### config.mk
export PLATFORM = sky130hd
export DESIGN_NAME = rqdo_cell
export DESIGN_NICKNAME = d
export VERILOG_FILES = /design/src/hdl/rqdo_pkg.sv /design/src/hdl/rqdo_cell.sv
export SDC_FILE = /design/constraint.sdc
export NUM_CORES = 1
export LEC_CHECK = 0
export ABC_AREA = 1
export BUFFER_PORTS_ARGS = -buffer_cell sky130_fd_sc_hd__buf_2
export CORE_MARGIN = 5
export CORE_UTILIZATION = 41
export CTS_CLUSTER_DIAMETER = 50
export DETAILED_ROUTE_END_ITERATION = 10
export GPL_TIMING_DRIVEN = 0
export PLACE_DENSITY = 0.74
export SYNTH_ARGS = -nofsm -noshare
export SYNTH_HDL_FRONTEND = slang
export SYNTH_SLANG_ARGS = --single-unit
### constraint.sdc
create_clock -name aclk -period 2.2 [get_ports aclk]
set_clock_uncertainty 0.2 [all_clocks]
set_input_delay 0.55 -clock aclk [delete_from_list [all_inputs] [get_ports aclk]]
set_output_delay 0.55 -clock aclk [all_outputs]
set_load 0.02 [all_outputs]
### src/hdl/rqdo_pkg.sv
// ----------------------------------------------------------------------------
// rqdo_pkg: shared types for the drop-oldest ring queue
// Beat layouts, opcodes and the command and search structs used by the
// sequencer and the row of entry cells.
// ----------------------------------------------------------------------------
package rqdo_pkg;

    localparam int DEPTH_DEF = 64;
    localparam int TAG_W     = 16;
    localparam int HANDLE_W  = 16;
    localparam int LVL_W     = 7;

    typedef enum logic [1:0] {
        OP_ADD     = 2'd0,
        OP_EXTRACT = 2'd1,
        OP_PEEK    = 2'd2,
        OP_DEREF   = 2'd3
    } op_t;

    typedef struct packed {
        op_t                 opcode;
        logic [TAG_W-1:0]    in_tag;
        logic [HANDLE_W-1:0] in_handle;
    } in_beat_t;

    typedef struct packed {
        logic                ok;
        logic [TAG_W-1:0]    out_tag;
        logic [HANDLE_W-1:0] out_handle;
        logic                dropped;
        logic [LVL_W-1:0]    fill_level;
        logic [LVL_W-1:0]    peak_level;
    } out_beat_t;

    // Command broadcast from the sequencer to every cell.
    typedef struct packed {
        logic                shift;
        logic                write;
        logic                clear;
        logic [TAG_W-1:0]    tag;
        logic [HANDLE_W-1:0] handle;
    } cell_cmd_t;

    // First live entry at or behind a cell, handed toward the head.
    typedef struct packed {
        logic                hit;
        logic [TAG_W-1:0]    tag;
        logic [HANDLE_W-1:0] handle;
    } cand_t;

endpackage

### src/hdl/rqdo_cell.sv
// ----------------------------------------------------------------------------
// rqdo_cell: one entry of the queue
// Holds one tag and handle, takes its neighbor's entry on a pop, loads a new
// entry at the tail, clears itself on a matching dereference, and passes the
// first-live-entry search one step toward the head each cycle.
// ----------------------------------------------------------------------------
module rqdo_cell
    import rqdo_pkg::*;
#(
    parameter int DEPTH = DEPTH_DEF,
    parameter int IDX   = 0
) (
    input  logic                         aclk,
    input  logic                         aresetn,
    input  cell_cmd_t                    cmd,
    input  logic [$clog2(DEPTH+1)-1:0]   fill,
    input  logic [TAG_W-1:0]             nb_tag,
    input  logic [HANDLE_W-1:0]          nb_handle,
    input  cand_t                        nb_cand,
    output logic [TAG_W-1:0]             tag,
    output logic [HANDLE_W-1:0]          handle,
    output cand_t                        cand
);

    localparam int CNT_W = $clog2(DEPTH+1);

    logic [TAG_W-1:0]    tag_reg;
    logic [HANDLE_W-1:0] handle_reg;
    cand_t               cand_reg;
    cand_t               cand_next;
    logic                in_fill;
    logic                live;

    assign in_fill = fill > CNT_W'(IDX);
    assign live    = in_fill && (tag_reg != '0);

    always_comb begin
        if (live) begin
            cand_next.hit    = 1'b1;
            cand_next.tag    = tag_reg;
            cand_next.handle = handle_reg;
        end else begin
            cand_next = nb_cand;
        end
    end

    always_ff @(posedge aclk) begin
        if (cmd.shift) begin
            tag_reg    <= nb_tag;
            handle_reg <= nb_handle;
        end else if (cmd.write && (fill == CNT_W'(IDX))) begin
            tag_reg    <= cmd.tag;
            handle_reg <= cmd.handle;
        end else if (cmd.clear && in_fill && (tag_reg == cmd.tag)) begin
            tag_reg    <= '0;
            handle_reg <= '0;
        end
    end

    always_ff @(posedge aclk) begin
        if (!aresetn) begin
            cand_reg <= '0;
        end else begin
            cand_reg <= cand_next;
        end
    end

    assign tag    = tag_reg;
    assign handle = handle_reg;
    assign cand   = cand_reg;

endmodule

==> results.sh <==
export IMPL_status="finished, final reports clean"
export IMPL_hold_path_startpoint="nb_cand[32]"
export IMPL_portBuffers=171
export IMPL_cts_hold_buffers_added=0
export IMPL_fp_dieH_um=99.4
export IMPL_max_freq_mhz=492
export IMPL_postCtsSetupBuffers=0
export IMPL_synth_area_top_cells="edfxtp_1, dfxtp_1, nand2_1, nand3_1, nor2_1"
export IMPL_slew_headroom_pct=65.9
export IMPL_synthCells=445
export IMPL_synth_top_family_by_area="simple AND/OR/NAND/NOR gates"
export IMPL_cts_made_buffers=9
export IMPL_p_leak_nw=2.53
export IMPL_arrival_ns=1.80
export IMPL_grt_max_degree=33
export IMPL_htreeDepth=3
export IMPL_combPwrFrac_pct=18.2
export IMPL_setup_slack_ns=0.167
export IMPL_insertion_delay_ns=0.33
export IMPL_ir_drop_mv=0.282
export IMPL_gp_congestion=0.866
export IMPL_initial_core_util_pct=42.2
export IMPL_drc=0
export IMPL_antenna_found_initial=0
export IMPL_hold_path_depth=3
export IMPL_yosysWarnings=0
export IMPL_path_delay_family="simple AND/OR/NAND/NOR gates"
export IMPL_syn_area_mm2=0.00327
export IMPL_drive_gt1_share_pct=33.7
export IMPL_cts_root_buffer="clkbuf_8"
export IMPL_synth_cell_types=17
export IMPL_grt_overflow=0
export IMPL_p_int_w=0.00215
export IMPL_cp_max_fo=32
export IMPL_fin_tns_setup_ns=0
export IMPL_num_antenna_cells=0
export IMPL_syn_to_final_growth_pct=36.5
export IMPL_synthSimpleGateAreaFrac_pct=34.7
export IMPL_largest_reg_flops=33
export IMPL_endpoint_kind="flop"
export IMPL_crit_path_start_kind="input pin"
export IMPL_max_stage_delay_ns=0.37
export IMPL_power_w=0.00296
export IMPL_path_cells="buf_2 -> nor2_1 -> nand4_1 -> buf_2 -> nand2_1 -> nor2_1 -> nand3_1 -> nand2_4"
export IMPL_min_to="cand[32]"
export IMPL_nets=736
export IMPL_cts_sink_count=65
export IMPL_power_density_mw_per_mm2=663
export IMPL_dp_slack_ns=-0.454
export IMPL_grt_pass1_vias=3314
export IMPL_syn_area_per_cell_um2=7.36
export IMPL_drt_iter0_markers=155
export IMPL_r2r_end="tag[1]"
export IMPL_worstPathRequired_ns=1.97
export IMPL_hp_class="input pin to flop"
export IMPL_switchingPower_w=0.000815
export IMPL_synth_xor_area_share_pct=0.535
export IMPL_reg2reg_from="tag[1]"
export IMPL_cts_tree="yes"
export IMPL_syn_nets=554
export IMPL_viasPerCell=4.64
export IMPL_synth_seq_cells=65
export IMPL_seq_area_frac_synth_pct=49.5
export IMPL_rsz0062_at_grt="false"
export IMPL_wire_per_inst_um=13.5
export IMPL_clkSlewWorstSetupHoldPaths_ns=0.07
export IMPL_finalSetupViolCount=0
export IMPL_dp_hpwl_mm=7.87
export IMPL_cts_buffer_depth=2
export IMPL_yosysTopAreaCell="edfxtp_1"
export IMPL_placed_area_mm2=0.00426
export IMPL_p_sw_share_pct=27.5
export IMPL_gr_usage_all_layers_pct=20.0
export IMPL_criticalPathCategory="input pin to flop"
export IMPL_cap_violations=0
export IMPL_vias=3408
export IMPL_hold_viol_final=0
export IMPL_io_pins=174
export IMPL_routed_wl_mm=9.92
export IMPL_slew_viol_final=0
export IMPL_die_w_um=99.4
export IMPL_worstMarginPinSlew_ns=0.511
export IMPL_rrSetupSlack_ns=0.28
export IMPL_die_area_mm2=0.00987
export IMPL_crit_buf_inv=2
export IMPL_dr_pass1_iters=4
export IMPL_cp_slowest_cell="nand2_4"
export IMPL_final_area_mm2=0.00447
export IMPL_finalCritPeriodShare_pct=92.4
export IMPL_synth_mux_area_share_pct=0
export IMPL_cp_depth=8
export IMPL_r2r_cells=7
export IMPL_fp_row_count=32
export IMPL_yosysTopAreaCellShare_pct=29.3
export IMPL_synth_adder_area_share_pct=0
export IMPL_period_minus_slack_ns=2.03
export IMPL_pwr_share_seq_pct=47.6
export IMPL_hold_ws_ns=0.226
export IMPL_core_mm2=0.00777
export IMPL_synth_compound_area_share_pct=5.20
export IMPL_clock_power_share_pct=34.2
export IMPL_ant_nets=0
export IMPL_grt_pass1_wl_mm=15.7
[power groups by stage]
stage	registers (W)	logic, W	clock network, W
after global placement	0.00143	0.000534	0
final	0.00141	0.000540	0.00101
after detailed placement	0.00144	0.000543	0
after CTS	0.00141	0.000546	0.00103
after global routing	0.00142	0.000597	0.00109
after floorplan	0.00155	0.000183	0
[cells by family after synthesis]
logic type | count (synthesis)
xor+xnor | 2
compound gates | 34
flops | 65
simple gates | 267
buf+inv | 77
[stage by stage]
step / utilization (%) / instances
finish: 57.5 / 734
global route: 57.5 / 734
CTS: 57.5 / 734
detailed placement: 54.8 / 718
global placement: 54.8 / 718
floorplan: - / 445
[routing by layer]
layer / GRT usage (%) / wire [µm]
met4: 6.62 / 119
met3: 4.07 / 769
met1: 24.2 / 4110
met2: 35.3 / 4920
met5: 0 / 0
[Yosys cell counts]
cell type	count
buf_2	14
inv_1	49
buf_1	1
nor2_1	57
nor2_2	1
nand4_1	2
edfxtp_1	32
nand2_1	139
nand3_1	59
clkbuf_1	10
a21oi_1	33
or2_2	1
xnor2_1	2
buf_6	3
nand3_2	8
dfxtp_1	33
o21ai_0	1
[layout make-up]
class	instances	area, µm²
flip-flops and latches	65	1620
fillers	764	3300
plain buffers	28	145
clock buffers	15	198
clock inverters	1	6.26
well taps	102	128
multi-input cells	303	1330
repair buffers	171	856
inverters	49	184
[how the worst max path moves through the flow]
stage	from	endpoint	slack (ns)
after floorplan	fill[6]	handle[0]	0.09
after global placement	fill[6]	handle[3]	-0.44
after detailed placement	fill[6]	handle[14]	-0.45
after CTS	fill[6]	tag[1]	0.12
after global routing	fill[6]	tag[1]	0.03
final	fill[6]	tag[1]	0.17
[layout by cell type, fill, tap and decap left out, drive strengths merged]
master  Yosys  final
inv        49     50
nor2       58     58
nand2     139    139
edfxtp     32     32
nand4       2      2
clkbuf     10     25
o21ai       1      1
dfxtp      33     33
a21oi      33     33
nand3      67     67
buf        18    189
xnor2       2      2
or2         1      1
[worst register-to-register path, delay by kind of cell, from the launching register on]
kind                   cells  cell delay, ns
flip-flops                 1            0.41
AND/OR/NAND/NOR            6            0.83
buffers and inverters      1            0.11
[repair_timing]
action                                  CTS  global route
endpoints found under the hold margin     0             0
resized for setup                         1             0
endpoints found under the setup margin   32             0
Power figures use the tool's default switching activity.
