## config.mk

```make
export PLATFORM = sky130hd
export DESIGN_NAME = rqdo_ctrl
export DESIGN_NICKNAME = d
export VERILOG_FILES = /design/src/hdl/rqdo_pkg.sv /design/src/hdl/rqdo_ctrl.sv
export SDC_FILE = /design/constraint.sdc
export NUM_CORES = 1
export LEC_CHECK = 0
export ABC_CLOCK_PERIOD_IN_PS = 15400
export BUFFER_PORTS_ARGS = -buffer_cell sky130_fd_sc_hd__buf_4
export CAP_MARGIN = 25
export CELL_PAD_IN_SITES_DETAIL_PLACEMENT = 0
export CELL_PAD_IN_SITES_GLOBAL_PLACEMENT = 2
export CORE_MARGIN = 10
export CORE_UTILIZATION = 35
export DETAILED_ROUTE_END_ITERATION = 10
export PLACE_DENSITY = 0.81
export SYNTH_ARGS = -nofsm -noshare
export SYNTH_HDL_FRONTEND = slang
export SYNTH_SLANG_ARGS = --single-unit
```

## constraint.sdc

```tcl
create_clock -name aclk -period 15.4 [get_ports aclk]
set_input_delay 1.54 -clock aclk [delete_from_list [all_inputs] [get_ports aclk]]
set_output_delay 1.54 -clock aclk [all_outputs]
set_load 0.02 [all_outputs]
```

## src/hdl/rqdo_pkg.sv

```systemverilog
// ----------------------------------------------------------------------------
// rqdo_pkg: shared types for the drop-oldest ring queue
// Beat layouts, opcodes and the command and search structs used by the
// sequencer and the row of entry cells.
// ----------------------------------------------------------------------------
package rqdo_pkg;

    localparam int DEPTH_DEF = 64;
    localparam int TAG_W     = 16;
    localparam int HANDLE_W  = 16;
    localparam int LVL_W     = 7;

    typedef enum logic [1:0] {
        OP_ADD     = 2'd0,
        OP_EXTRACT = 2'd1,
        OP_PEEK    = 2'd2,
        OP_DEREF   = 2'd3
    } op_t;

    typedef struct packed {
        op_t                 opcode;
        logic [TAG_W-1:0]    in_tag;
        logic [HANDLE_W-1:0] in_handle;
    } in_beat_t;

    typedef struct packed {
        logic                ok;
        logic [TAG_W-1:0]    out_tag;
        logic [HANDLE_W-1:0] out_handle;
        logic                dropped;
        logic [LVL_W-1:0]    fill_level;
        logic [LVL_W-1:0]    peak_level;
    } out_beat_t;

    // Command broadcast from the sequencer to every cell.
    typedef struct packed {
        logic                shift;
        logic                write;
        logic                clear;
        logic [TAG_W-1:0]    tag;
        logic [HANDLE_W-1:0] handle;
    } cell_cmd_t;

    // First live entry at or behind a cell, handed toward the head.
    typedef struct packed {
        logic                hit;
        logic [TAG_W-1:0]    tag;
        logic [HANDLE_W-1:0] handle;
    } cand_t;

endpackage

```

## src/hdl/rqdo_ctrl.sv

```systemverilog
// ----------------------------------------------------------------------------
// rqdo_ctrl: operation sequencer
// Accepts one beat at a time, steps the cell row through pops, writes and
// clears, keeps the fill count and high-water mark, and holds the result.
// ----------------------------------------------------------------------------
module rqdo_ctrl
    import rqdo_pkg::*;
#(
    parameter int DEPTH = DEPTH_DEF
) (
    input  logic                         aclk,
    input  logic                         aresetn,
    input  logic                         s_valid,
    output logic                         s_ready,
    input  in_beat_t                     s_data,
    output logic                         m_valid,
    input  logic                         m_ready,
    output out_beat_t                    m_data,
    input  logic [TAG_W-1:0]             head_tag,
    input  logic [HANDLE_W-1:0]          head_handle,
    input  cand_t                        head_cand,
    output cell_cmd_t                    cmd,
    output logic [$clog2(DEPTH+1)-1:0]   fill
);

    localparam int CNT_W  = $clog2(DEPTH+1);
    localparam int WAIT_W = $clog2(DEPTH);

    typedef enum logic [4:0] {
        ST_IDLE  = 5'b00001,
        ST_POP   = 5'b00010,
        ST_ADD   = 5'b00100,
        ST_PEEK  = 5'b01000,
        ST_DEREF = 5'b10000
    } state_t;

    state_t              state_reg, state_next;
    op_t                 op_reg;
    logic [TAG_W-1:0]    tag_reg;
    logic [HANDLE_W-1:0] handle_reg;
    logic [CNT_W-1:0]    fill_reg, fill_next;
    logic [CNT_W-1:0]    peak_reg, peak_next;
    logic [WAIT_W-1:0]   wait_reg, wait_next;
    logic                pend_drop_reg, pend_drop_next;
    logic [TAG_W-1:0]    pend_tag_reg, pend_tag_next;
    logic [HANDLE_W-1:0] pend_handle_reg, pend_handle_next;
    out_beat_t           res_reg, res_next;
    logic                m_valid_reg, m_valid_next;

    logic                s_accept;
    logic                out_free;
    logic                empty;
    logic                head_live;
    logic                finish;
    logic                r_ok;
    logic [TAG_W-1:0]    r_tag;
    logic [HANDLE_W-1:0] r_handle;
    logic                r_drop;

    assign s_ready   = (state_reg == ST_IDLE);
    assign s_accept  = s_valid && s_ready;
    assign out_free  = !m_valid_reg || m_ready;
    assign empty     = (fill_reg == '0);
    assign head_live = !empty && (head_tag != '0);

    always_comb begin
        state_next       = state_reg;
        fill_next        = fill_reg;
        peak_next        = peak_reg;
        wait_next        = wait_reg;
        pend_drop_next   = pend_drop_reg;
        pend_tag_next    = pend_tag_reg;
        pend_handle_next = pend_handle_reg;
        res_next         = res_reg;
        m_valid_next     = m_valid_reg && !m_ready;
        cmd              = '0;
        cmd.tag          = tag_reg;
        cmd.handle       = handle_reg;
        finish           = 1'b0;
        r_ok             = 1'b0;
        r_tag            = '0;
        r_handle         = '0;
        r_drop           = 1'b0;

        case (state_reg)
            ST_IDLE: begin
                if (s_valid) begin
                    wait_next        = '0;
                    pend_drop_next   = 1'b0;
                    pend_tag_next    = '0;
                    pend_handle_next = '0;
                    case (s_data.opcode)
                        OP_ADD: begin
                            state_next = (fill_reg == CNT_W'(DEPTH)) ? ST_POP : ST_ADD;
                        end
                        OP_EXTRACT: state_next = ST_POP;
                        OP_PEEK:    state_next = ST_PEEK;
                        OP_DEREF:   state_next = ST_DEREF;
                        default:    state_next = ST_IDLE;
                    endcase
                end
            end

            ST_POP: begin
                // An extract that ends this cycle must have room for its result.
                if (!((op_reg == OP_EXTRACT) && (empty || head_live) && !out_free)) begin
                    if (!empty) begin
                        cmd.shift = 1'b1;
                        fill_next = fill_reg - CNT_W'(1);
                    end
                    if (empty || head_live) begin
                        if (op_reg == OP_EXTRACT) begin
                            finish   = 1'b1;
                            r_ok     = head_live;
                            r_tag    = head_live ? head_tag : '0;
                            r_handle = head_live ? head_handle : '0;
                        end else begin
                            pend_drop_next   = head_live;
                            pend_tag_next    = head_live ? head_tag : '0;
                            pend_handle_next = head_live ? head_handle : '0;
                            state_next       = ST_ADD;
                        end
                    end
                end
            end

            ST_ADD: begin
                if (out_free) begin
                    cmd.write = 1'b1;
                    fill_next = fill_reg + CNT_W'(1);
                    if (fill_next > peak_reg) begin
                        peak_next = fill_next;
                    end
                    finish   = 1'b1;
                    r_ok     = !pend_drop_reg;
                    r_tag    = pend_tag_reg;
                    r_handle = pend_handle_reg;
                    r_drop   = pend_drop_reg;
                end
            end

            ST_PEEK: begin
                // The search steps one cell per cycle and must cross the whole row to reach the head.
                if (wait_reg == WAIT_W'(DEPTH-1)) begin
                    if (out_free) begin
                        finish   = 1'b1;
                        r_ok     = head_cand.hit;
                        r_tag    = head_cand.hit ? head_cand.tag : '0;
                        r_handle = head_cand.hit ? head_cand.handle : '0;
                    end
                end else begin
                    wait_next = wait_reg + WAIT_W'(1);
                end
            end

            ST_DEREF: begin
                if (out_free) begin
                    cmd.clear = 1'b1;
                    finish    = 1'b1;
                end
            end

            default: state_next = ST_IDLE;
        endcase

        if (finish) begin
            res_next.ok         = r_ok;
            res_next.out_tag    = r_tag;
            res_next.out_handle = r_handle;
            res_next.dropped    = r_drop;
            res_next.fill_level = LVL_W'(fill_next);
            res_next.peak_level = LVL_W'(peak_next);
            m_valid_next        = 1'b1;
            state_next          = ST_IDLE;
        end
    end

    always_ff @(posedge aclk) begin
        if (!aresetn) begin
            state_reg   <= ST_IDLE;
            fill_reg    <= '0;
            peak_reg    <= '0;
            m_valid_reg <= 1'b0;
        end else begin
            state_reg   <= state_next;
            fill_reg    <= fill_next;
            peak_reg    <= peak_next;
            m_valid_reg <= m_valid_next;
        end
    end

    always_ff @(posedge aclk) begin
        if (s_accept) begin
            op_reg     <= s_data.opcode;
            tag_reg    <= s_data.in_tag;
            handle_reg <= s_data.in_handle;
        end
        wait_reg        <= wait_next;
        pend_drop_reg   <= pend_drop_next;
        pend_tag_reg    <= pend_tag_next;
        pend_handle_reg <= pend_handle_next;
        res_reg         <= res_next;
    end

    assign m_valid = m_valid_reg;
    assign m_data  = res_reg;
    assign fill    = fill_reg;

endmodule

```

==> impl_metrics.tcl, run 1 <==
set metrics [dict create \
    status "finished clean" \
    avgSynthCellArea_um2 12.9 \
    crit_type "in2out" \
    dp_cells 878 \
    synth-edff-count 121 \
    cts_buffers 17 \
    synth-seq-cells 141 \
    drt-total-wl_um 17600 \
    design_area_um2 8370 \
    post_cts_resized 0 \
    maxCapViolations 0 \
    tns_ps 0 \
    finalHoldWorstSlack_ps 465 \
    coreArea_um2 17200 \
    synth_top_cell_area_share 0.594 \
    grt_pass1_wl_um 28000 \
    instances_no_fill 911 \
    synth_area_leader_cell "edfxtp_1" \
    globalRouteOverflowTotal 0 \
    required_ps 13860 \
    synth.distinct_cells 62 \
    synthFlopType "edfxtp_1" \
    synth_common_cells "edfxtp_1 (121), inv_1 (45), nand2_1 (32), and2_1 (26), nor2_1 (26)" \
    path_max_fanout 6 \
    via_per_inst 4.98 \
    cpMostUsedCell "buf_4" \
    synthTopCellsByArea "edfxtp_1 (59%), dfxtp_1 (6.5%), inv_1 (2.8%)" \
    drtIter0Drc 289 \
    cp-end-kind "output pin" \
    fp.dieW_um 152 \
    cts_root_buf "clkbuf_16" \
    track_usage 0.151 \
    min_path_type "reg2reg" \
    num_vias 4538 \
    hpwl_um 13000 \
    syn2layout_area_growth_pct 36.8 \
    synthesis.area_um2 6120 \
    final.setup_skew_ps 8.17 \
    num_io_pins 195 \
    place_area_um2 7810 \
    vdd_drop_max_mv 0.0763 \
    synthArstFlopShare 0 \
    fin_crit_sh 0.317 \
    htreeDepth 4 \
    worstSkewPairLatency_ps 410 \
    path_cells "buf_4, nor4_1, and4_1, o211ai_1, inv_1, buf_4" \
    startpoint_type "input pin" \
    drive_above_1_share 0.365 \
    clk_pin_slew_ps 60 \
    crit_arrival_ps 3340 \
    grt_antenna_before_repair 1 \
    cts_hold_repair.buffers 0 \
    cts_sinks 141 \
    tritoncts "built" \
    synth_warnings 0 \
    hold_viol 0 \
    portBuffers 194 \
    fin_util 0.486 \
    p_per_area_nw_per_um2 114 \
    ys_seq_area_frac 0.659 \
    synthesis.nets 588 \
    start_util 0.355 \
    setup_viol 0 \
    max_slew_margin 0.333 \
    critPathMaxStageDelay_ps 540 \
    grt_pass1_vias 4866 \
    worst_slew_pin_slew_ps 993 \
    post_cts_buffers 0 \
    period_minus_slack_ps 4880 \
    die_h_um 152 \
    fp-row-count 48 \
    maxSlewViolCount 0 \
    drc 0 \
    ant_nets 0 \
    grt_max_degree 40 \
    die_area_um2 23200 \
    place_congestion 0.801 \
    clock.fmax_mhz 205 \
    synth_cells 475 \
    rsz0062_at_grt "no" \
    wire_per_inst_um 19.3 \
    largest_reg_flops 48 \
    first_pass_iters 6 \
    clock_path_buffers 2 \
    layout.nets 785 \
    p_leak_nw 3.61 \
    yosysMostFrequentCell "edfxtp_1" \
    crit_slowest_cell "nor4_1" \
]
-- worst paths after layout --
kind,depth (start not counted),to,slack [ps],from
worst max-delay path,6,cmd[34],10520,head_tag[11]
worst min-delay path,2,peak_reg[1],470,peak_reg[1]
worst max register to register,10,peak_reg[6],11910,fill[0]
worst min register to register,2,peak_reg[1],470,peak_reg[1]
-- per-layer routing --
metal | vias to the layer above | share of wire | GRT usage
met3 | 17 | 0.055 | 0.0392
met5 | - | 0 | 0
met1 | 2202 | 0.42 | 0.185
li1 | 2173 | - | -
met4 | 0 | 0.014 | 0.0509
met2 | 146 | 0.51 | 0.253
-- final cells by class --
type	instances	area (um2)
Multi-Input combinational cell	267	1830
Sequential cell	141	4030
Fill cell	1604	8860
Clock buffer	17	425
Inverter	46	173
Antenna cell	1	2.50
Timing Repair Buffer	199	1490
Clock inverter	15	130
Tap cell	225	282
-- logic make-up after synthesis --
logic type / share of synthesized area
mux: 0.00675
xor+xnor: 0.0186
compound gates: 0.128
buf+inv: 0.0450
flops: 0.659
simple gates: 0.121
fa+ha+maj: 0.0204
-- metrics by stage --
step	setup slack, ps	total power, W
finish	10520	0.000956
global route	10350	0.000999
CTS	10530	0.000969
detailed placement	10540	0.000587
global placement	10500	0.000584
floorplan	9230	0.000527
-- critical path, delay by kind of cell --
family | cells | cell delay (ps)
AO/OA/AOI/OAI | 1 | 330
AND/OR/NAND/NOR | 2 | 1070
buffers and inverters | 3 | 400
-- layout by cell type, fill, tap and decap left out, types with 7 or more instances in the layout --
master     instances
nand3_1           12
nand2_1           32
a21oi_1            8
ha_1              10
and2_1            26
inv_1             45
nor2_1            26
xor2_1             7
a222oi_1          15
a22oi_1           17
clkbuf_16         17
o21ai_0           23
buf_4            199
edfxtp_1         121
dfxtp_1           20
-- report_power, final --
part | internal [W] | total [W] | switching [W]
registers | 0.000457 | 0.000469 | 0.0000124
logic | 0.0000426 | 0.000107 | 0.0000639
clock network | 0.000211 | 0.000380 | 0.000170
Power figures use the tool's default switching activity.
==> inputs of run 2 (changes only) <==
Settings changed: ABC_CLOCK_PERIOD_IN_PS 15400 to 4280, CORE_UTILIZATION 35 to 30, PLACE_DENSITY 0.81 to 0.74.
Clock period 15.4 ns to 4.28 ns, I/O delays scaled along.
==> impl_metrics.tcl, run 2 (synthesized netlist as in run 1, its figures left out) <==
set metrics [dict create \
    layout_common_cells "buf_4 (199), edfxtp_1 (121), inv_1 (45)" \
    fin_crit_sh 0.735 \
    maxCapViolations 0 \
    htreeDepth 4 \
    max_slew_margin 0.455 \
    hold_viol 0 \
    first_pass_iters 5 \
    cts_sinks 141 \
    rsz0062_at_grt "no" \
    cts_buffers 17 \
    cts_hold_repair.buffers 0 \
    drc 0 \
    startpoint_type "flop" \
    wire_per_inst_um 18.5 \
    tritoncts "built" \
    grt_pass1_wl_um 26900 \
    required_ps 4590 \
    die_area_um2 26500 \
    tns_ps 0 \
    ant_nets 0 \
    final_common_cell "buf_4" \
    crit_arrival_ps 3460 \
    drtIter0Drc 274 \
    place_congestion 0.824 \
    fp.dieW_um 163 \
    coreArea_um2 20200 \
    start_util 0.303 \
    total_power_w 0.00353 \
    setup_viol 0 \
    die_h_um 163 \
    status "finished clean" \
    min_path_type "in2reg" \
    clk_pin_slew_ps 60 \
    num_vias 4565 \
    clock_path_buffers 2 \
    post_cts_buffers 0 \
    fp-row-count 52 \
    p_per_area_nw_per_um2 417 \
    drt-total-wl_um 17700 \
    largest_reg_flops 48 \
    drive_above_1_share 0.366 \
    p_leak_nw 3.63 \
    num_io_pins 195 \
    layout.nets 786 \
    grt_antenna_before_repair 0 \
    maxSlewViolCount 0 \
    cts_root_buf "clkbuf_16" \
    worst_slew_pin_slew_ps 814 \
    portBuffers 194 \
    grt_max_degree 41 \
    vdd_drop_max_mv 0.253 \
    fin_util 0.420 \
    path_max_fanout 10 \
    final.setup_skew_ps 12.5 \
    crit_type "reg2reg" \
    globalRouteOverflowTotal 0 \
    period_minus_slack_ps 3150 \
    hpwl_um 13100 \
    syn2layout_area_growth_pct 38.5 \
    post_cts_resized 0 \
    diodes 0 \
    track_usage 0.130 \
    clock.fmax_mhz 318 \
    worstSkewPairLatency_ps 410 \
    cp-end-kind "flop" \
    grt_pass1_vias 4710 \
    via_per_inst 4.78 \
    nFillCells 1965 \
]
[run 2: cell types whose count changed in the layout (fill, tap and decap cells not counted)]
cell / previous run / this run
clkinvlp_4: 3 / 5
clkinv_4: 6 / 1
diode_2: 1 / 0
inv_8: 1 / 3
bufinv_16: 0 / 1
buf_16: 0 / 1
[run 2: area by class of cell]
class	instances	area, um2	share of cell area
Inverter	46	173	0.0204
Tap cell	270	338	0.0399
Clock inverter	15	154	0.0182
Sequential cell	141	4030	0.476
Timing Repair Buffer	200	1520	0.179
Clock buffer	17	425	0.0502
Multi-Input combinational cell	267	1830	0.216
[run 2: critical path, cell delays in order (launching register included)]
cell     delay (ps)
dfxtp_1         490
ha_1            270
nand3_1         170
nor2_1          180
xor2_1          260
ha_1            310
a21oi_1         150
o21ai_0          90
o21ai_1         380
buf_4           250
mux2_2          350
and2_1          150
[run 2: final timing paths]
check	start	end	slack, ps	depth (start not counted)
max	fill[0]	peak_reg[6]	1130	11
min	s_data[15]	handle_reg[15]	190	1
max reg2reg	fill[0]	peak_reg[6]	1130	11
min reg2reg	peak_reg[1]	peak_reg[1]	480	2
[run 2: power by group]
group	total [W]	internal [W]	switching, W
Clock	0.00144	0.000821	0.000621
Sequential	0.00169	0.00164	0.0000432
Combinational	0.000402	0.000166	0.000236
Total	0.00353	0.00263	0.000901
[run 2: through the flow]
| stage | instances | setup slack (ps) | instance area [um2] | hold WS (ps) |
|---|---|---|---|---|
| 2_1_floorplan | 475 | 317 | 6120 | 435 |
| 3_3_place_gp | 923 | 1260 | 7870 | 441 |
| 3_5_place_dp | 924 | 1160 | 7900 | 455 |
| 4_1_cts | 956 | 1130 | 8480 | 167 |
| 5_1_grt | 956 | 917 | 8480 | 160 |
| 6_report | 956 | 1130 | 8480 | 189 |
[run 2: routing by layer]
layer,GRT usage,vias to the layer above,part of all wire
met5,0,-,0
met4,0.0414,0,0.017
met3,0.0506,21,0.079
met2,0.214,154,0.49
met1,0.151,2210,0.41
li1,-,2180,-
==> inputs of run 3 (changes only) <==
Settings changed: ABC_CLOCK_PERIOD_IN_PS 4280 to 2860.
Clock period 4.28 ns to 2.86 ns, I/O delays scaled along.
==> impl_metrics.tcl, run 3 (synthesized netlist as in run 1, its figures left out) <==
set metrics [dict create \
    clk_pin_slew_ps 60 \
    syn2layout_area_growth_pct 40.7 \
    fin_crit_sh 0.900 \
    drt-total-wl_um 18100 \
    vdd_drop_max_mv 0.378 \
    multi_input_area_um2 1830 \
    grt_antenna_before_repair 0 \
    rr_worst_depth 11 \
    worstSkewPairLatency_ps 420 \
    tns_ps 0 \
    place_congestion 0.831 \
    die_h_um 163 \
    globalRouteOverflowTotal 0 \
    critPathCapture "m_data[4]" \
    period_minus_slack_ps 2570 \
    nFillCells 1923 \
    fp-row-count 52 \
    clock_path_buffers 2 \
    grt_pass1_wl_um 27600 \
    p_per_area_nw_per_um2 628 \
    cts_sinks 141 \
    startpoint "fill[0]" \
    largest_reg_flops 48 \
    reg2reg_setup_slack_ps 290 \
    layout.nets 799 \
    cts_root_buf "clkbuf_16" \
    crit_type "reg2reg" \
    rsz0062_at_grt "no" \
    via_per_inst 4.74 \
    grt_pass1_vias 4864 \
    grt_max_degree 41 \
    diodes 0 \
    die_area_um2 26500 \
    coreArea_um2 20200 \
    regArea_um2 4030 \
    portBuffers 194 \
    num_io_pins 195 \
    clock.fmax_mhz 388 \
    min_path_type "in2reg" \
    wire_per_inst_um 18.7 \
    path_max_fanout 15 \
    fp.dieW_um 163 \
    final_common_cell "buf_4" \
    first_pass_iters 5 \
    drtIter0Drc 344 \
    num_vias 4597 \
    hold_viol 0 \
    cp-end-kind "flop" \
    status "finished clean" \
    max_slew_margin 0.496 \
    r2r_start "fill[0]" \
    hpwl_um 13500 \
    track_usage 0.135 \
    worst_slew_pin_slew_ps 756 \
    maxCapViolations 0 \
    start_util 0.303 \
    required_ps 3030 \
    layout_common_cells "buf_4 (211), edfxtp_1 (121), inv_1 (45)" \
    cts_hold_repair.buffers 0 \
    cts_buffers 17 \
    crit_arrival_ps 2740 \
    post_cts_buffers 0 \
    rr_endpoint "m_data[4]" \
    final.setup_skew_ps 11.1 \
    maxSlewViolCount 0 \
    drc 0 \
    dp_cells 937 \
    tritoncts "built" \
    instances_no_fill 969 \
    p_leak_nw 3.70 \
    ant_nets 0 \
    startpoint_type "flop" \
    htreeDepth 4 \
    setup_viol 0 \
    drive_above_1_share 0.378 \
]
## run 3: final cells by class
| type | instances | area share |
|---|---|---|
| well taps | 270 | 0.0392 |
| repair buffers | 213 | 0.188 |
| multi-input cells | 267 | 0.213 |
| clock buffers | 17 | 0.0494 |
| clock inverters | 15 | 0.0218 |
| inverters | 46 | 0.0201 |
| flip-flops and latches | 141 | 0.469 |
## run 3: worst min-delay path by stage
stage / startpoint / end / slack, ps / depth (start not counted)
finish: s_data[28] / tag_reg[12] / 40 / 1
detailed placement: peak_reg[1] / peak_reg[1] / 450 / 2
global route: s_data[19] / tag_reg[3] / 9 / 1
floorplan: s_data[0] / handle_reg[0] / 380 / 0
global placement: peak_reg[1] / peak_reg[1] / 450 / 2
CTS: s_data[19] / tag_reg[3] / 20 / 1
## run 3: per-stage QoR
stage / util / instance area [um2] / total power (W) / hold WS, ps / worst slack, ps
global route: 0.427 / 8610 / 0.00563 / 9.49 / 18.2
global placement: 0.396 / 7990 / 0.00315 / 447 / 349
detailed placement: 0.396 / 7990 / 0.00317 / 449 / 252
floorplan: - / 6130 / 0.00283 / 385 / 160
CTS: 0.426 / 8600 / 0.00548 / 15.3 / 236
finish: 0.427 / 8610 / 0.00541 / 37.8 / 286
## run 3: critical path, cell delays in order, from the launching register on
cell	delay [ps]
dfxtp_1	340
ha_1	220
nand3_1	170
nor2_1	160
xor2_1	210
ha_1	290
a21oi_1	150
o21ai_0	100
o21ai_1	220
buf_6	190
o21ai_0	120
o31a_1	140
## run 3: routing by layer
| layer | global-route usage | routed length (um) |
|---|---|---|
| met5 | 0 | 0 |
| met1 | 0.159 | 7530 |
| met4 | 0.0393 | 231 |
| met3 | 0.0458 | 1200 |
| met2 | 0.227 | 9120 |
## run 3: report_power, final
group,internal [W],switching (W)
Sequential,0.00246,0.0000687
Combinational,0.000236,0.000349
Clock,0.00139,0.000908
## run 3: what timing repair did
action | in CTS | in global routing
endpoints found under the setup margin | 0 | 4
gates resized for setup | 0 | 2
hold endpoints to repair | 0 | 0
